$ cat config.mk
export PLATFORM = sky130hd
export DESIGN_NAME = usb_audio_ring_writer_feedback
export DESIGN_NICKNAME = d
export VERILOG_FILES = /design/src/hdl/uarw_pkg.sv /design/src/hdl/uarw_queue.sv /design/src/hdl/uarw_front.sv /design/src/hdl/uarw_back.sv /design/src/hdl/usb_audio_ring_writer_feedback.sv
export SDC_FILE = /design/constraint.sdc
export NUM_CORES = 1
export LEC_CHECK = 0
export BUFFER_PORTS_ARGS = -buffer_cell sky130_fd_sc_hd__buf_2
export CORE_MARGIN = 5
export CORE_UTILIZATION = 45
export CTS_BUF_LIST = sky130_fd_sc_hd__clkbuf_8
export DETAILED_ROUTE_END_ITERATION = 8
export PLACE_DENSITY = 0.67
export SLEW_MARGIN = 30
export SYNTH_ARGS = -nofsm -noshare
export SYNTH_HDL_FRONTEND = slang
export SYNTH_SLANG_ARGS = --single-unit
$ cat constraint.sdc
create_clock -name i_clk -period 18 [get_ports i_clk]
set_input_delay 1.8 -clock i_clk [delete_from_list [all_inputs] [get_ports i_clk]]
set_output_delay 1.8 -clock i_clk [all_outputs]
set_load 0.02 [all_outputs]
$ cat src/hdl/uarw_pkg.sv
// shared types and constants of the usb audio ring writer
package uarw_pkg;

    localparam int QUEUE_DEPTH = 2;

    localparam int FIELD_SLOT_W  = 11;
    localparam int SAMPLE_W      = 24;
    localparam int WORD_W        = 32;
    localparam int FEEDBACK_W    = 24;
    localparam int RATE_W        = 17;

    typedef enum logic {
        OP_FRAME = 1'b0,
        OP_FLUSH = 1'b1
    } t_op;

    typedef enum logic [1:0] {
        RATE_44K1 = 2'd0,
        RATE_48K  = 2'd1,
        RATE_88K2 = 2'd2,
        RATE_96K  = 2'd3
    } t_rate;

    localparam logic [RATE_W-1:0] RATE_HZ_44K1 = 17'd44100;
    localparam logic [RATE_W-1:0] RATE_HZ_48K  = 17'd48000;
    localparam logic [RATE_W-1:0] RATE_HZ_88K2 = 17'd88200;
    localparam logic [RATE_W-1:0] RATE_HZ_96K  = 17'd96000;

    // feedback band: ring nearly full, middle third, nearly empty
    typedef enum logic [1:0] {
        BAND_SLOWER = 2'd0,
        BAND_NOMINAL = 2'd1,
        BAND_FASTER = 2'd2
    } t_band;

    // kHz << 14 | (Hz mod 1000) << 4 for rate - 100, rate, rate + 100
    localparam logic [FEEDBACK_W-1:0] FEEDBACK_CODE [4][3] = '{
        '{24'h0B0000, 24'h0B0640, 24'h0B0C80},
        '{24'h0BF840, 24'h0C0000, 24'h0C0640},
        '{24'h160640, 24'h160C80, 24'h1612C0},
        '{24'h17F840, 24'h180000, 24'h180640}
    };

    typedef struct packed {
        t_op                     op;
        logic [WORD_W-1:0]       left_word;
        logic [WORD_W-1:0]       right_word;
        logic                    last;
        logic [FIELD_SLOT_W-1:0] play_position;
        logic                    playing;
    } t_item;

    typedef struct packed {
        logic [FIELD_SLOT_W-1:0] store_index;
        logic [WORD_W-1:0]       left_word;
        logic [WORD_W-1:0]       right_word;
        logic                    stored;
        logic                    overrun;
        logic [WORD_W-1:0]       overrun_total;
        logic                    packet_done;
        logic [FIELD_SLOT_W-1:0] fill_level;
        logic [FEEDBACK_W-1:0]   feedback_value;
        logic                    start_playback;
    } t_result;

endpackage

$ cat src/hdl/uarw_queue.sv
// small first-in first-out queue used between the pipeline parts
module uarw_queue import uarw_pkg::*; #(
    parameter int WIDTH = 8
) (
    input  logic             i_clk,
    input  logic             i_rst_n,
    input  logic             i_push,
    input  logic [WIDTH-1:0] i_wr_data,
    output logic             o_full,
    input  logic             i_pop,
    output logic [WIDTH-1:0] o_rd_data,
    output logic             o_empty
);

    localparam int PTR_W = (QUEUE_DEPTH > 1) ? $clog2(QUEUE_DEPTH) : 1;
    localparam int CNT_W = $clog2(QUEUE_DEPTH + 1);
    localparam logic [PTR_W-1:0] LAST_PTR = PTR_W'(QUEUE_DEPTH - 1);
    localparam logic [CNT_W-1:0] FULL_CNT = CNT_W'(QUEUE_DEPTH);

    logic [WIDTH-1:0] r_mem [QUEUE_DEPTH];
    logic [PTR_W-1:0] r_wr_ptr, n_wr_ptr;
    logic [PTR_W-1:0] r_rd_ptr, n_rd_ptr;
    logic [CNT_W-1:0] r_count, n_count;
    logic             do_push, do_pop;

    assign o_full    = (r_count == FULL_CNT);
    assign o_empty   = (r_count == '0);
    assign do_push   = i_push && !o_full;
    assign do_pop    = i_pop && !o_empty;
    assign o_rd_data = r_mem[r_rd_ptr];

    always_comb begin
        n_wr_ptr = r_wr_ptr;
        n_rd_ptr = r_rd_ptr;
        n_count  = r_count;
        if (do_push) begin
            n_wr_ptr = (r_wr_ptr == LAST_PTR) ? '0 : r_wr_ptr + PTR_W'(1);
        end
        if (do_pop) begin
            n_rd_ptr = (r_rd_ptr == LAST_PTR) ? '0 : r_rd_ptr + PTR_W'(1);
        end
        if (do_push && !do_pop) begin
            n_count = r_count + CNT_W'(1);
        end else if (do_pop && !do_push) begin
            n_count = r_count - CNT_W'(1);
        end
    end

    always_ff @(posedge i_clk) begin
        if (!i_rst_n) begin
            r_wr_ptr <= '0;
            r_rd_ptr <= '0;
            r_count  <= '0;
        end else begin
            r_wr_ptr <= n_wr_ptr;
            r_rd_ptr <= n_rd_ptr;
            r_count  <= n_count;
        end
    end

    always_ff @(posedge i_clk) begin
        if (do_push) begin
            r_mem[r_wr_ptr] <= i_wr_data;
        end
    end

endmodule

$ cat src/hdl/uarw_front.sv
// front end: takes requests, repacks samples and queues them for the back end
module uarw_front import uarw_pkg::*; (
    input  logic                    i_clk,
    input  logic                    i_rst_n,
    input  logic                    i_push,
    output logic                    o_full,
    input  logic                    i_operation,
    input  logic [SAMPLE_W-1:0]     i_left_sample,
    input  logic [SAMPLE_W-1:0]     i_right_sample,
    input  logic                    i_last_in_packet,
    input  logic [FIELD_SLOT_W-1:0] i_play_position,
    input  logic                    i_playing,
    output t_item                   o_item,
    output logic                    o_item_valid,
    input  logic                    i_item_pop
);

    // low byte to the top, high byte to 15:8, middle byte to 7:0
    function automatic logic [WORD_W-1:0] repack(input logic [SAMPLE_W-1:0] s);
        return {s[7:0], 8'h00, s[23:16], s[15:8]};
    endfunction

    t_item            item;
    logic [$bits(t_item)-1:0] rd_data;
    logic             empty;

    always_comb begin
        item               = '0;
        item.op            = t_op'(i_operation);
        item.last          = i_last_in_packet;
        item.play_position = i_play_position;
        item.playing       = i_playing;
        if (item.op == OP_FRAME) begin
            item.left_word  = repack(i_left_sample);
            item.right_word = repack(i_right_sample);
        end
    end

    uarw_queue #(
        .WIDTH ($bits(t_item))
    ) u_item_queue (
        .i_clk     (i_clk),
        .i_rst_n   (i_rst_n),
        .i_push    (i_push),
        .i_wr_data (item),
        .o_full    (o_full),
        .i_pop     (i_item_pop),
        .o_rd_data (rd_data),
        .o_empty   (empty)
    );

    assign o_item       = t_item'(rd_data);
    assign o_item_valid = !empty;

endmodule

$ cat src/hdl/uarw_back.sv
// back end: ring position, overrun tracking, fill level and rate feedback
module uarw_back import uarw_pkg::*; #(
    parameter int BUFFER_WORDS = 1024
) (
    input  logic              i_clk,
    input  logic              i_rst_n,
    input  logic              i_cfg_valid,
    input  logic [RATE_W-1:0] i_cfg_data,
    input  t_item             i_item,
    input  logic              i_item_valid,
    output logic              o_item_pop,
    input  logic              i_res_full,
    output t_result           o_result,
    output logic              o_res_push
);

    // write position runs up to BUFFER_WORDS + 1
    localparam int PW  = $clog2(BUFFER_WORDS + 2);
    localparam int AW  = ((PW > FIELD_SLOT_W) ? PW : FIELD_SLOT_W) + 2;
    localparam logic [AW-1:0] BW_A      = AW'(BUFFER_WORDS);
    localparam logic [AW-1:0] HALF_A    = AW'(BUFFER_WORDS / 2);
    localparam logic [AW-1:0] THIRD_A   = AW'(BUFFER_WORDS / 3);
    localparam logic [AW-1:0] TWO_3RD_A = AW'((BUFFER_WORDS / 3) * 2);

    logic [PW-1:0]     r_write_pos, n_write_pos;
    logic [WORD_W-1:0] r_overrun_count, n_overrun_count;
    logic              r_dropping, n_dropping;
    t_rate             r_rate, n_rate;

    logic          fire;
    logic [AW-1:0] wp_a, play_a, next_slot, new_wp, fill;
    logic          hit, do_store;
    t_band         band;
    t_result       res;

    assign fire       = i_item_valid && !i_res_full;
    assign o_item_pop = fire;
    assign o_res_push = fire;
    assign o_result   = res;

    always_comb begin
        n_rate = r_rate;
        if (i_cfg_valid) begin
            unique case (i_cfg_data)
                RATE_HZ_44K1: n_rate = RATE_44K1;
                RATE_HZ_48K:  n_rate = RATE_48K;
                RATE_HZ_88K2: n_rate = RATE_88K2;
                RATE_HZ_96K:  n_rate = RATE_96K;
                default:      n_rate = r_rate;
            endcase
        end
    end

    always_comb begin
        wp_a      = AW'(r_write_pos);
        play_a    = AW'(i_item.play_position);
        next_slot = (wp_a < BW_A) ? wp_a + AW'(2) : '0;
        hit       = !r_dropping && (next_slot == play_a);
        do_store  = !r_dropping && !hit;
        new_wp    = do_store ? next_slot : wp_a;

        if (new_wp > play_a) begin
            fill = new_wp - play_a;
        end else if (play_a > BW_A + new_wp) begin
            fill = '0;
        end else begin
            fill = BW_A - play_a + new_wp;
        end

        priority if (fill > TWO_3RD_A) begin
            band = BAND_SLOWER;
        end else if (fill > THIRD_A) begin
            band = BAND_NOMINAL;
        end else begin
            band = BAND_FASTER;
        end

        res             = '0;
        n_write_pos     = r_write_pos;
        n_overrun_count = r_overrun_count;
        n_dropping      = r_dropping;

        if (i_item.op == OP_FLUSH) begin
            n_write_pos     = '0;
            n_overrun_count = '0;
            n_dropping      = 1'b0;
        end else begin
            n_write_pos     = new_wp[PW-1:0];
            n_overrun_count = r_overrun_count + WORD_W'(hit);
            n_dropping      = (r_dropping || hit) && !i_item.last;
            res.overrun       = hit;
            res.overrun_total = n_overrun_count;
            if (do_store) begin
                res.stored      = 1'b1;
                res.store_index = next_slot[FIELD_SLOT_W-1:0];
                res.left_word   = i_item.left_word;
                res.right_word  = i_item.right_word;
            end
            if (i_item.last) begin
                res.packet_done    = 1'b1;
                res.fill_level     = fill[FIELD_SLOT_W-1:0];
                res.start_playback = !i_item.playing && (fill > HALF_A);
                res.feedback_value = FEEDBACK_CODE[r_rate][band];
            end
        end
    end

    always_ff @(posedge i_clk) begin
        if (!i_rst_n) begin
            r_write_pos     <= '0;
            r_overrun_count <= '0;
            r_dropping      <= 1'b0;
            r_rate          <= RATE_44K1;
        end else begin
            r_rate <= n_rate;
            if (fire) begin
                r_write_pos     <= n_write_pos;
                r_overrun_count <= n_overrun_count;
                r_dropping      <= n_dropping;
            end
        end
    end

endmodule

$ cat src/hdl/usb_audio_ring_writer_feedback.sv
// Ring writer for USB audio OUT frames with asynchronous rate feedback. Each request is
// either a stereo frame or a flush; frames are repacked and, unless dropped as an overrun,
// given the next even ring slot, and the last frame of a packet also reports fill level, a
// feedback word and a playback start request. One request is taken every clock cycle when
// the result side keeps popping. A two-entry input queue feeds a combinational back end
// that updates the write position and overrun count and pushes each result into a
// two-entry result queue, which lets either side stall alone. The sample rate register
// takes only 44100, 48000, 88200 or 96000; any other written value is ignored. Write it
// only while no request is in flight.
module usb_audio_ring_writer_feedback import uarw_pkg::*; #(
    parameter int BUFFER_WORDS = 1024
) (
    input  logic                    i_clk,
    input  logic                    i_rst_n,
    input  logic                    push,
    output logic                    full,
    input  logic                    i_operation,
    input  logic [SAMPLE_W-1:0]     i_left_sample,
    input  logic [SAMPLE_W-1:0]     i_right_sample,
    input  logic                    i_last_in_packet,
    input  logic [FIELD_SLOT_W-1:0] i_play_position,
    input  logic                    i_playing,
    output logic                    empty,
    input  logic                    pop,
    output logic [FIELD_SLOT_W-1:0] o_store_index,
    output logic [WORD_W-1:0]       o_left_word,
    output logic [WORD_W-1:0]       o_right_word,
    output logic                    o_stored,
    output logic                    o_overrun,
    output logic [WORD_W-1:0]       o_overrun_total,
    output logic                    o_packet_done,
    output logic [FIELD_SLOT_W-1:0] o_fill_level,
    output logic [FEEDBACK_W-1:0]   o_feedback_value,
    output logic                    o_start_playback,
    input  logic                    i_cfg_valid,
    output logic                    o_cfg_ready,
    input  logic [RATE_W-1:0]       i_cfg_data
);

    t_item   item;
    logic    item_valid, item_pop;
    t_result result, out_res;
    logic    res_push, res_full;
    logic [$bits(t_result)-1:0] out_data;

    assign o_cfg_ready = 1'b1;

    uarw_front u_front (
        .i_clk            (i_clk),
        .i_rst_n          (i_rst_n),
        .i_push           (push),
        .o_full           (full),
        .i_operation      (i_operation),
        .i_left_sample    (i_left_sample),
        .i_right_sample   (i_right_sample),
        .i_last_in_packet (i_last_in_packet),
        .i_play_position  (i_play_position),
        .i_playing        (i_playing),
        .o_item           (item),
        .o_item_valid     (item_valid),
        .i_item_pop       (item_pop)
    );

    uarw_back #(
        .BUFFER_WORDS (BUFFER_WORDS)
    ) u_back (
        .i_clk        (i_clk),
        .i_rst_n      (i_rst_n),
        .i_cfg_valid  (i_cfg_valid && o_cfg_ready),
        .i_cfg_data   (i_cfg_data),
        .i_item       (item),
        .i_item_valid (item_valid),
        .o_item_pop   (item_pop),
        .i_res_full   (res_full),
        .o_result     (result),
        .o_res_push   (res_push)
    );

    uarw_queue #(
        .WIDTH ($bits(t_result))
    ) u_result_queue (
        .i_clk     (i_clk),
        .i_rst_n   (i_rst_n),
        .i_push    (res_push),
        .i_wr_data (result),
        .o_full    (res_full),
        .i_pop     (pop),
        .o_rd_data (out_data),
        .o_empty   (empty)
    );

    assign out_res          = t_result'(out_data);
    assign o_store_index    = out_res.store_index;
    assign o_left_word      = out_res.left_word;
    assign o_right_word     = out_res.right_word;
    assign o_stored         = out_res.stored;
    assign o_overrun        = out_res.overrun;
    assign o_overrun_total  = out_res.overrun_total;
    assign o_packet_done    = out_res.packet_done;
    assign o_fill_level     = out_res.fill_level;
    assign o_feedback_value = out_res.feedback_value;
    assign o_start_playback = out_res.start_playback;

endmodule

==> Word-level counts from Yosys, hierarchy flattened <==
Memory sizes are Yosys's and may differ from the RTL's. A register that Yosys moved wholly into a read port is not among the register bits.
Cells that the tools add are included.
W data, S select, Z words.
{ "word_totals": {"mem_bits_ro": 0, "out_inout_bits": 149, "elab_cells": 111, "latchBits": 0, "n_memories": 2, "mem_bits_rw": 448, "in_bits": 84, "reg_bits": 54} }
{ "op_classes": {"order_cmp": 8, "n_addsub": 14, "n_div": 0, "bitwise_logic": 2, "n_reduce_logical": 32, "eq_ne": 7, "n_mul": 0, "n_shift": 0, "mux": 36} }
{ "memory_table": {"columns": ["name", "words", "word_bits", "rd", "rd_ports_with_merged_regs", "write_ports", "line", "text"], "rows": [
  ["u_result_queue.r_mem", 2, 146, 1, 1, 1, "uarw_queue.sv:20", "logic [WIDTH-1:0] r_mem [QUEUE_DEPTH];"],
  ["u_front.u_item_queue.r_mem", 2, 78, 1, 1, 1, "uarw_queue.sv:20", null]
]} }
{ "op_table": {"columns": ["operator", "n"], "rows": [
  ["$mux W146", 1],
  ["$bmux W72 S2", 1],
  ["$mux W72", 2],
  ["$mux W76", 1],
  ["$mux W64", 1],
  ["$mux W13", 4],
  ["$bmux W24 S2", 1],
  ["$mux W24", 2],
  ["$mux W37", 1],
  ["$eq A17 B16 Y1 const B", 2],
  ["$eq A17 B17 Y1 const B", 2],
  ["$add A32 B1 Y32", 1],
  ["$mux W32", 1],
  ["$gt A13 B10 Y1 const B", 2],
  ["$add A11 B13 Y13 const A", 1],
  ["$add A13 B13 Y13", 1],
  ["$eq A13 B11 Y1", 1],
  ["$gt A11 B13 Y1", 1],
  ["$gt A13 B11 Y1", 1],
  ["$gt A13 B9 Y1 const B", 1],
  ["$logic_and A1 B1 Y1", 13],
  ["$mux W1", 13],
  ["$sub A13 B11 Y13", 1],
  ["$add A11 B2 Y12 const B", 1],
  ["17 further kinds", 43]
]} }

==> Longest topological paths before layout <==
Gate-level depths: netlist of the first run.
{ "depth": {"word_depth": 20, "mapped_depth": 27, "depth_no_buf": 23} }

==> Hierarchy <==
A second synthesis of the first run with hierarchy kept.
{ "unflattened": {"cells_unflattened": 1732, "area_unflattened_um2": 23739.0} }
{ "by_module_without_submodules": {"columns": ["mod", "seq_area_each_um2", "n_inst", "area_per_inst_um2", "cells_each"], "rows": [
  ["uarw_queue (u_result_queue)", 8868.5, 1, 10761.6, 479],
  ["uarw_back", 920.9, 1, 6672.6, 928],
  ["uarw_queue (u_front.u_item_queue)", 4784.6, 1, 5941.9, 268],
  ["uarw_front", 0.0, 1, 351.6, 55],
  ["usb_audio_ring_writer_feedback", 0.0, 1, 11.3, 2]
]} }

==> Worst setup path after synthesis of the first run <==
OpenSTA, ideal clock, no wires.
{ "synth_path": {"kind": "reg-to-reg", "start": "reg u_result_queue.r_count[0]", "end": "mem u_result_queue.r_mem[0][0] (netlist name) (enable)", "required_ns": 17.402, "n_path_buf": 1, "t_arrival_ns": 5.718, "stages_incl_launch_ff": 4, "setup_slack_ns": 11.683, "setup_time_ns": 0.598, "synth_period_minus_slack_ns": 6.317, "path_cell_list": "dfxtp_1 -> o22ai_1 -> clkbuf_1 -> nor2_1"} }
{ "synth_via": {"elab_chain_cells": 6} }
{ "synth_lines": {"columns": ["item", "line", "text"], "rows": [
  ["start: declaration", "uarw_queue.sv:23", "logic [CNT_W-1:0] r_count, n_count;"],
  ["start signal: assignment", "uarw_queue.sv:57", "r_count <= n_count;"],
  ["$eq A2 B2 Y1 *", "uarw_queue.sv:26", "assign o_full = (r_count == FULL_CNT);"],
  ["$logic_not A1 Y1 *", "uarw_queue.sv:28, uarw_back.sv:36", null],
  ["$logic_and A1 B1 Y1", "uarw_back.sv:36", "assign fire = i_item_valid && !i_res_full;"],
  ["$logic_and A1 B1 Y1 *", "uarw_queue.sv:28", "assign do_push = i_push && !o_full;"],
  ["$mux W1 *", "uarw_queue.sv:62", "if (do_push) begin"],
  ["$mux W1 (not written as such) *", "uarw_queue.sv:63", "r_mem[r_wr_ptr] <= i_wr_data;"],
  ["end: declaration", "uarw_queue.sv:20", null]
]} }
Mark *: on every way between the ends. The rest lies on a longest branch, timed or not.

==> impl_results.md, run 1 <==
- Status: completed
- Pleak: between 8 and 9 nW
- Slowest cell on crit path: nor4_1
- Die width: 218 um
- Switching share of total power: 36.9%
- Buf/Inv on CP: 1
- Register area share after synthesis: 61.2%
- Slew Viols, Final: 0
- Mux contribution to synthesized area: between 10% and 20%
- Layout cells sized above 1: 25.4%
- CTS Hold Bufs: 0
- Count of cells resized by post-cts repair: 0
- Synth Area in Simple Gates: 11.3%
- Crit path max-delay family: simple AND/OR/NAND/NOR gates
- 1st-iter DRT viols: between 600 and 700
- # diodes: 0
- Synth Register Bits: 416
- Critical path arrival: ~7.6 ns
- DR DRC count: 0
- Adder-cell area share of the yosys netlist: between 3 and 4%
- Prevailing post-synth register cell: edfxtp_1
- Clk sinks: 416
- Number of I/O port buffers: 205
- Minimum clock period: about 7 ns
- Met3 routed WL: between 3000 and 4000 um
- Post-CTS Setup Inserts: 0
- Setup TNS Final: 0 ns
- Global-route wire length before repair: 68000 um
- Clock buffer count from CTS: 69
- Yosys cell types: 72
- PD cells: 159 nW/um^2
- Asr flop ratio synth: 0%
- Synth warn: 0
- Post-Syn Area: 19500 sq um
- Die area: 47600 sq um
- Met2 wire length: 20600 um
- Nets: 1870
- Post-synth EDFFs: 360
- IR drop worst, VDD: 109 uV
- Largest net degree at the start of global routing: 66
- Critical path class: reg -> reg
- Compound-Gate Fraction of Synth Area: 7.04%
- # rows: 76
- Worst hold start: u_back.r_overrun_count[0]
- Total grt overflow: 0
- Pint: about 2.2 mW
- Number of global-route vias before repair: 12600
- Setup violations, final: 0
- Initial Utilization: 45.3%
- Reg2reg start: u_back.r_write_pos[3]
- Final Cell Area: roughly 22000 sq um
- Vias per cell: just over 5
- Part of the power in registers: ~40%
- Final-layout fill cell count: around 3800
- Max cap viols: 0
- Startpoint types: flip-flop
- Placed instance area: between 20000 and 25000 sq um
- CTS clk-pin slew, worst paths: 0.06 ns
- Final GP Congestion: 0.899
- XOR/XNOR share of the synthesized area: between 3 and 4%
- CTS tree: built
- Mean post-synth cell area: 12.9 sq um
- Clock Skew: 0.0354 ns
- Fin. Hold Viols: 0
- Core area: 43000 sq um
- Crit path max fanout: 18
- Max Clk Rate: 139 MHz
- Hold Crit Class: reg -> reg
- Main combinational cell family by area after synthesis: simple AND/OR/NAND/NOR gates
- Design Power: 3.56 mW
- Req. time, crit path: 18.36 ns
- Io pins: between 200 and 250
- Setup crit start: u_back.r_write_pos[3]
- Comb pwr share: a little under two fifths
- CTS H-tree depth: 3
- Drt first pass iters: 5
- Drt total wl: 43000 um
- Routed via count: approximately 12000
- Crit end category: flip-flop
- Max-slew headroom: 37.5%
- Top sig layer: met5
- Least-Margin Pin Slew: 0.938 ns
- Synth-to-Final Area Change: 14.6%
- CTS max path bufs: 3
- Final period utilization: 40.0%
- WL/cell: 18.1 um
- Clk_lat worst skew: 0.62 ns
- Clock share of power: 22.2%
- Syn Inst Count: 1516
- Total Routing Usage GR: between 10% and 20%
- Max stage delay on crit path: about 0.66 ns
- Initial antenna violation count: 1
- Die height: 218 um
- RSZ-0062 raised after global routing: no
- Worst path cell trace: and4_1, nand3_1, nor4_1, xnor2_1, and4_1, nand4_1, nand2b_1, nor3_1, a21oi_1, inv_1, ha_1, nor2b_1, o21ai_0, a311oi_1, o21ai_1, a21o_1, nand4_1, or4_4, a31oi_4, nor3_1, a311o_1
- Post-DP HPWL: 29000 um
- M1 WL: 18600 um
- Root Driver: clkbuf_8
- Switch Pwr: 1.31 mW
- Remaining antenna violation count: 0
## kinds of logic (layout without fill, tap and decap cells)
logic type	Yosys count	after routing
AND/OR/NAND/NOR	443	443
flip-flops	416	416
AO/OA/AOI/OAI	201	201
multiplexers	187	187
buffers and inverters	144	392
XOR/XNOR	75	75
adder cells (fa/ha/maj)	48	48
other	2	30
## cells in the mapped netlist, types with 40 or more instances
cell type  instances  area, sq um
edfxtp_1         360        10800
nor2_1           128          480
mux2_2           122         1370
nand2_1           97          364
mux2i_1           65          651
nor2b_1           62          388
dfxtp_1           56         1120
inv_1             48          180
clkbuf_1          47          176
ha_1              46          576
a21oi_1           44          220
o21ai_0           42          210
xnor2_1           40          350
## through the flow
| stage | utilization, % | cells | hold slack [ns] | setup slack, ns |
|---|---|---|---|---|
| after floorplan | - | 1544 | 0.447 | 11.68 |
| after global placement | 48.9 | 2252 | 0.459 | 10.76 |
| after detailed placement | 48.9 | 2252 | 0.468 | 10.83 |
| after CTS | 51.9 | 2377 | 0.477 | 10.81 |
| after global routing | 51.9 | 2377 | 0.504 | 10.21 |
| final | 51.9 | 2377 | 0.480 | 10.80 |
## cell usage in the layout (no fill, tap or decap), types with 35 or more instances in the layout
master    Yosys  routed
buf_2         6     204
xor2_1       35      35
mux2_2      122     122
nor2_1      128     126
o21ai_0      42      41
edfxtp_1    360     360
dfxtp_1      56      54
xnor2_1      40      40
nand2_1      97      97
a21oi_1      44      44
inv_1        48      71
nor2b_1      62      62
clkbuf_8      0      79
ha_1         46      46
mux2i_1      65      65
## power by group through the flow
stage	Sequential [mW]	Clock, mW	Combinational, mW
floorplan	1.45	0	0.949
finish	1.45	0.789	1.32
global route	1.47	0.869	1.44
CTS	1.45	0.822	1.34
detailed placement	1.47	0	1.33
global placement	1.46	0	1.33
## flip-flops by register name, summed over array words and instances, names as in the netlist, named ones only
| name | count |
|---|---|
| u_result_queue.r_count | 2 |
| u_back.r_overrun_count | 32 |
| u_back.r_write_pos | 11 |
| u_front.u_item_queue.r_count | 2 |
| u_front.u_item_queue.r_mem | 124 |
| u_result_queue.r_mem | 236 |
| u_front.u_item_queue.r_rd_ptr | 1 |
| u_front.u_item_queue.r_wr_ptr | 1 |
| u_result_queue.r_rd_ptr | 1 |
| u_back.r_dropping | 1 |
| u_back.r_rate | 2 |
| u_result_queue.r_wr_ptr | 1 |
## routing by layer
layer  up-vias  GRT usage, %
li1       5953             -
met1      5950          23.0
met4         2          5.13
met2       285          29.5
met3        44          5.43
met5         -             0
## worst register-to-register path, delay by kind of cell, from the launching register on
family	cells	cell delay [ns]
AO/OA/AOI/OAI	7	2.70
XOR/XNOR	1	0.19
adder cells (fa/ha/maj)	1	0.34
buffers and inverters	1	0.17
flip-flops	1	0.51
AND/OR/NAND/NOR	11	3.06
## area by class of cell
class                           count  area (sq um)  area share [%]
Clock buffer                       79          1090            4.87
Clock inverter                     46           240            1.08
Inverter                           50           188           0.841
Multi-Input combinational cell    984          7020            31.5
Sequential cell                   416         11900            53.5
Tap cell                          585           732            3.28
Timing Repair Buffer              217          1120            5.01
## path summary, 6_finish.rpt
check	endpoint	slack, ns	depth (start not counted)
setup / recovery	u_result_queue.r_mem[1][17]	10.80	21
hold / removal	u_back.r_overrun_count[0]	0.48	2
hold reg to reg	u_back.r_overrun_count[0]	0.48	2
setup reg to reg	u_result_queue.r_mem[1][17]	10.80	21
(Power assumes the default switching activity.)
==> run 2: changes to the inputs <==
==> constraint.sdc (replaced) <==
create_clock -name i_clk -period 6.9 [get_ports i_clk]
set_input_delay 0.69 -clock i_clk [delete_from_list [all_inputs] [get_ports i_clk]]
set_output_delay 0.69 -clock i_clk [all_outputs]
set_load 0.02 [all_outputs]
==> run 2 against run 1 <==
Net effect:
- worst hold slack worse by 0.22 ns
- register-to-register slack worse by 10 ns
- critical path depth decreased by 1
- maximum frequency rose by 11%
- first-iteration DRC count increased by 4.8%
- power grew to 2.7 times the previous value
- highest routed layer unchanged
==> impl_results.md, run 2 (synthesized netlist as in run 1, its figures left out) <==
- Drt total wl: between 40000 and 50000 um
- Setup TNS Final: 0 ns
- Minimum clock period: 6.48 ns
- 1st-iter DRT viols: a little over 700
- Crit end category: flip-flop
- WL/cell: 18.2 um
- GR peak layer: met2
- Met3 Use GR: 6.51%
- Commonest non-fill, non-tap cell in the layout: edfxtp_1
- Critical path arrival: 6.84 ns
- Number of I/O port buffers: about 210
- Crit path max fanout: 15
- Placed instance count: between 2000 and 2500
- Status: completed
- Post-Layout Cell Count: 2397
- # rows: 76
- Core area: roughly 43000 sq um
- Met1 GRT Util: between 20% and 30%
- Routed via count: 12400
- Routing usage on met2: roughly 30%
- RSZ-0062 raised after global routing: no
- Hold Crit Class: in -> reg
- Critical path class: reg -> reg
- Clk sinks: 416
- Req. time, crit path: 7.26 ns
- Final period utilization: a little over nine tenths
- Die height: about 220 um
- Initial Utilization: 45.3%
- CTS Hold Bufs: 0
- # diodes: 0
- Max-slew headroom: 35.2%
- Die area: 47600 sq um
- Remaining antenna violation count: 0
- Flip-flop count of the largest register after layout: ~240
- Clock buffer count from CTS: a little over 70
- Least-Margin Pin Slew: 0.972 ns
- Drt first pass iters: 6
- Register-to-register setup slack: 0.42 ns
- Commonest non-fill, non-tap cells in the layout: edfxtp_1 (360), buf_2 (204), nor2_1 (126), mux2_2 (122), nand2_1 (97)
- CTS max path bufs: 3
- CTS tree: built
- CTS H-tree depth: 3
- Hold depth: 1
- Final GP Congestion: just under 0.9
- Clock Skew: 0.0203 ns
- Number of global-route vias before repair: 12700
- Initial antenna violation count: 2
- Pleak: 8.34 nW
- Post-DP HPWL: 29500 um
- Fin. Hold Viols: 0
- IR drop worst, VDD: 239 uV
- R2R cell count: 20
- Total grt overflow: 0
- Max Clk Rate: 154 MHz
- Root Driver: clkbuf_8
- Total Routing Usage GR: 18.0%
- Startpoint types: flip-flop
- Global-route wire length before repair: around 68000 um
- Slew Viols, Final: 0
- Synth-to-Final Area Change: 16.1%
- Clk_lat worst skew: 0.62 ns
- Largest net degree at the start of global routing: 68
- CTS clk-pin slew, worst paths: 0.06 ns
- Layout cells sized above 1: 26.4%
- Vias per cell: roughly 5.2
- Max cap viols: 0
- Nets: 1889
- PD cells: 421 nW/um^2
- Setup violations, final: 0
- Most flop-heavy register: u_result_queue.r_mem
- Io pins: 233
- Die width: 218 um
- Largest registers: u_result_queue.r_mem x236, u_front.u_item_queue.r_mem x124, u_back.r_overrun_count x32
- DR DRC count: 0
==> run 2: cell count changes in the layout (fill, tap and decap cells not counted), sizes merged <==
| cell | delta |
|---|---|
| bufinv | +4 |
| buf | +16 |
| clkinvlp | -1 |
| inv | -5 |
| clkbuf | -4 |
| clkinv | +10 |
==> run 2: layout make-up <==
cell class                      instances  area, sq um
Fill cell                            3772        20400
Sequential cell                       416        11900
Multi-Input combinational cell        984         7040
Timing Repair Buffer                  233         1280
Clock buffer                           75         1030
Tap cell                              585          732
Clock inverter                         54          415
Inverter                               50          188
==> run 2: what timing repair did <==
item	4_1_cts	5_1_grt
setup buffers	0	0
setup endpoints to repair	0	24
gates resized for setup	0	4
==> run 2: where the power goes <==
group | total (mW) | switching, mW | internal [mW]
Combinational | 3.53 | 2.27 | 1.26
Clock | 2.23 | 1.01 | 1.22
Sequential | 3.75 | 0.205 | 3.55
Total | 9.52 | 3.49 | 6.03
==> run 2: path summary, 6_finish.rpt <==
kind	endpoint	start
setup / recovery	u_result_queue.r_mem[1][17]	u_back.r_write_pos[4]
hold / removal	u_front.u_item_queue.r_mem[0][3]	i_play_position[2]
setup reg to reg	u_result_queue.r_mem[1][17]	u_back.r_write_pos[4]
hold reg to reg	u_back.r_overrun_count[0]	u_back.r_overrun_count[0]
==> run 2: metal layers <==
layer,vias to the layer above,wire [um]
li1,5983,-
met1,5964,18300
met2,341,21000
met3,80,3490
met4,4,926
met5,-,32
==> run 2: metrics by stage <==
stage / instance area, sq um / worst slack (ns) / power [mW] / utilization (%) / hold WS [ns]
finish: 22600 / 0.421 / 9.52 / 52.6 / 0.263
global route: 22600 / 0.00170 / 10.1 / 52.6 / 0.203
CTS: 22500 / 0.213 / 9.64 / 52.5 / 0.197
detailed placement: 21100 / 0.232 / 7.35 / 49.1 / 0.469
global placement: 21100 / 0.306 / 7.30 / 49.1 / 0.459
floorplan: 19600 / 0.583 / 6.25 / - / 0.447
==> run 2: critical path, stage by stage, from the launching register on <==
cell and delay (ns):
dfxtp_1 0.51, and4_1 0.29, nand3_1 0.09, nor4_1 0.58, xnor2_1 0.18, and4_1 0.22, nand4_1 0.22, nand2b_4 0.28
mux2i_1 0.31, inv_1 0.12, ha_1 0.46, nand3_2 0.15, or2_1 0.30, or4_4 0.54, o21a_2 0.24, nor3_2 0.27
a22oi_1 0.12, or4_4 0.55, a31oi_4 0.26, nor3_1 0.13, a311o_1 0.39
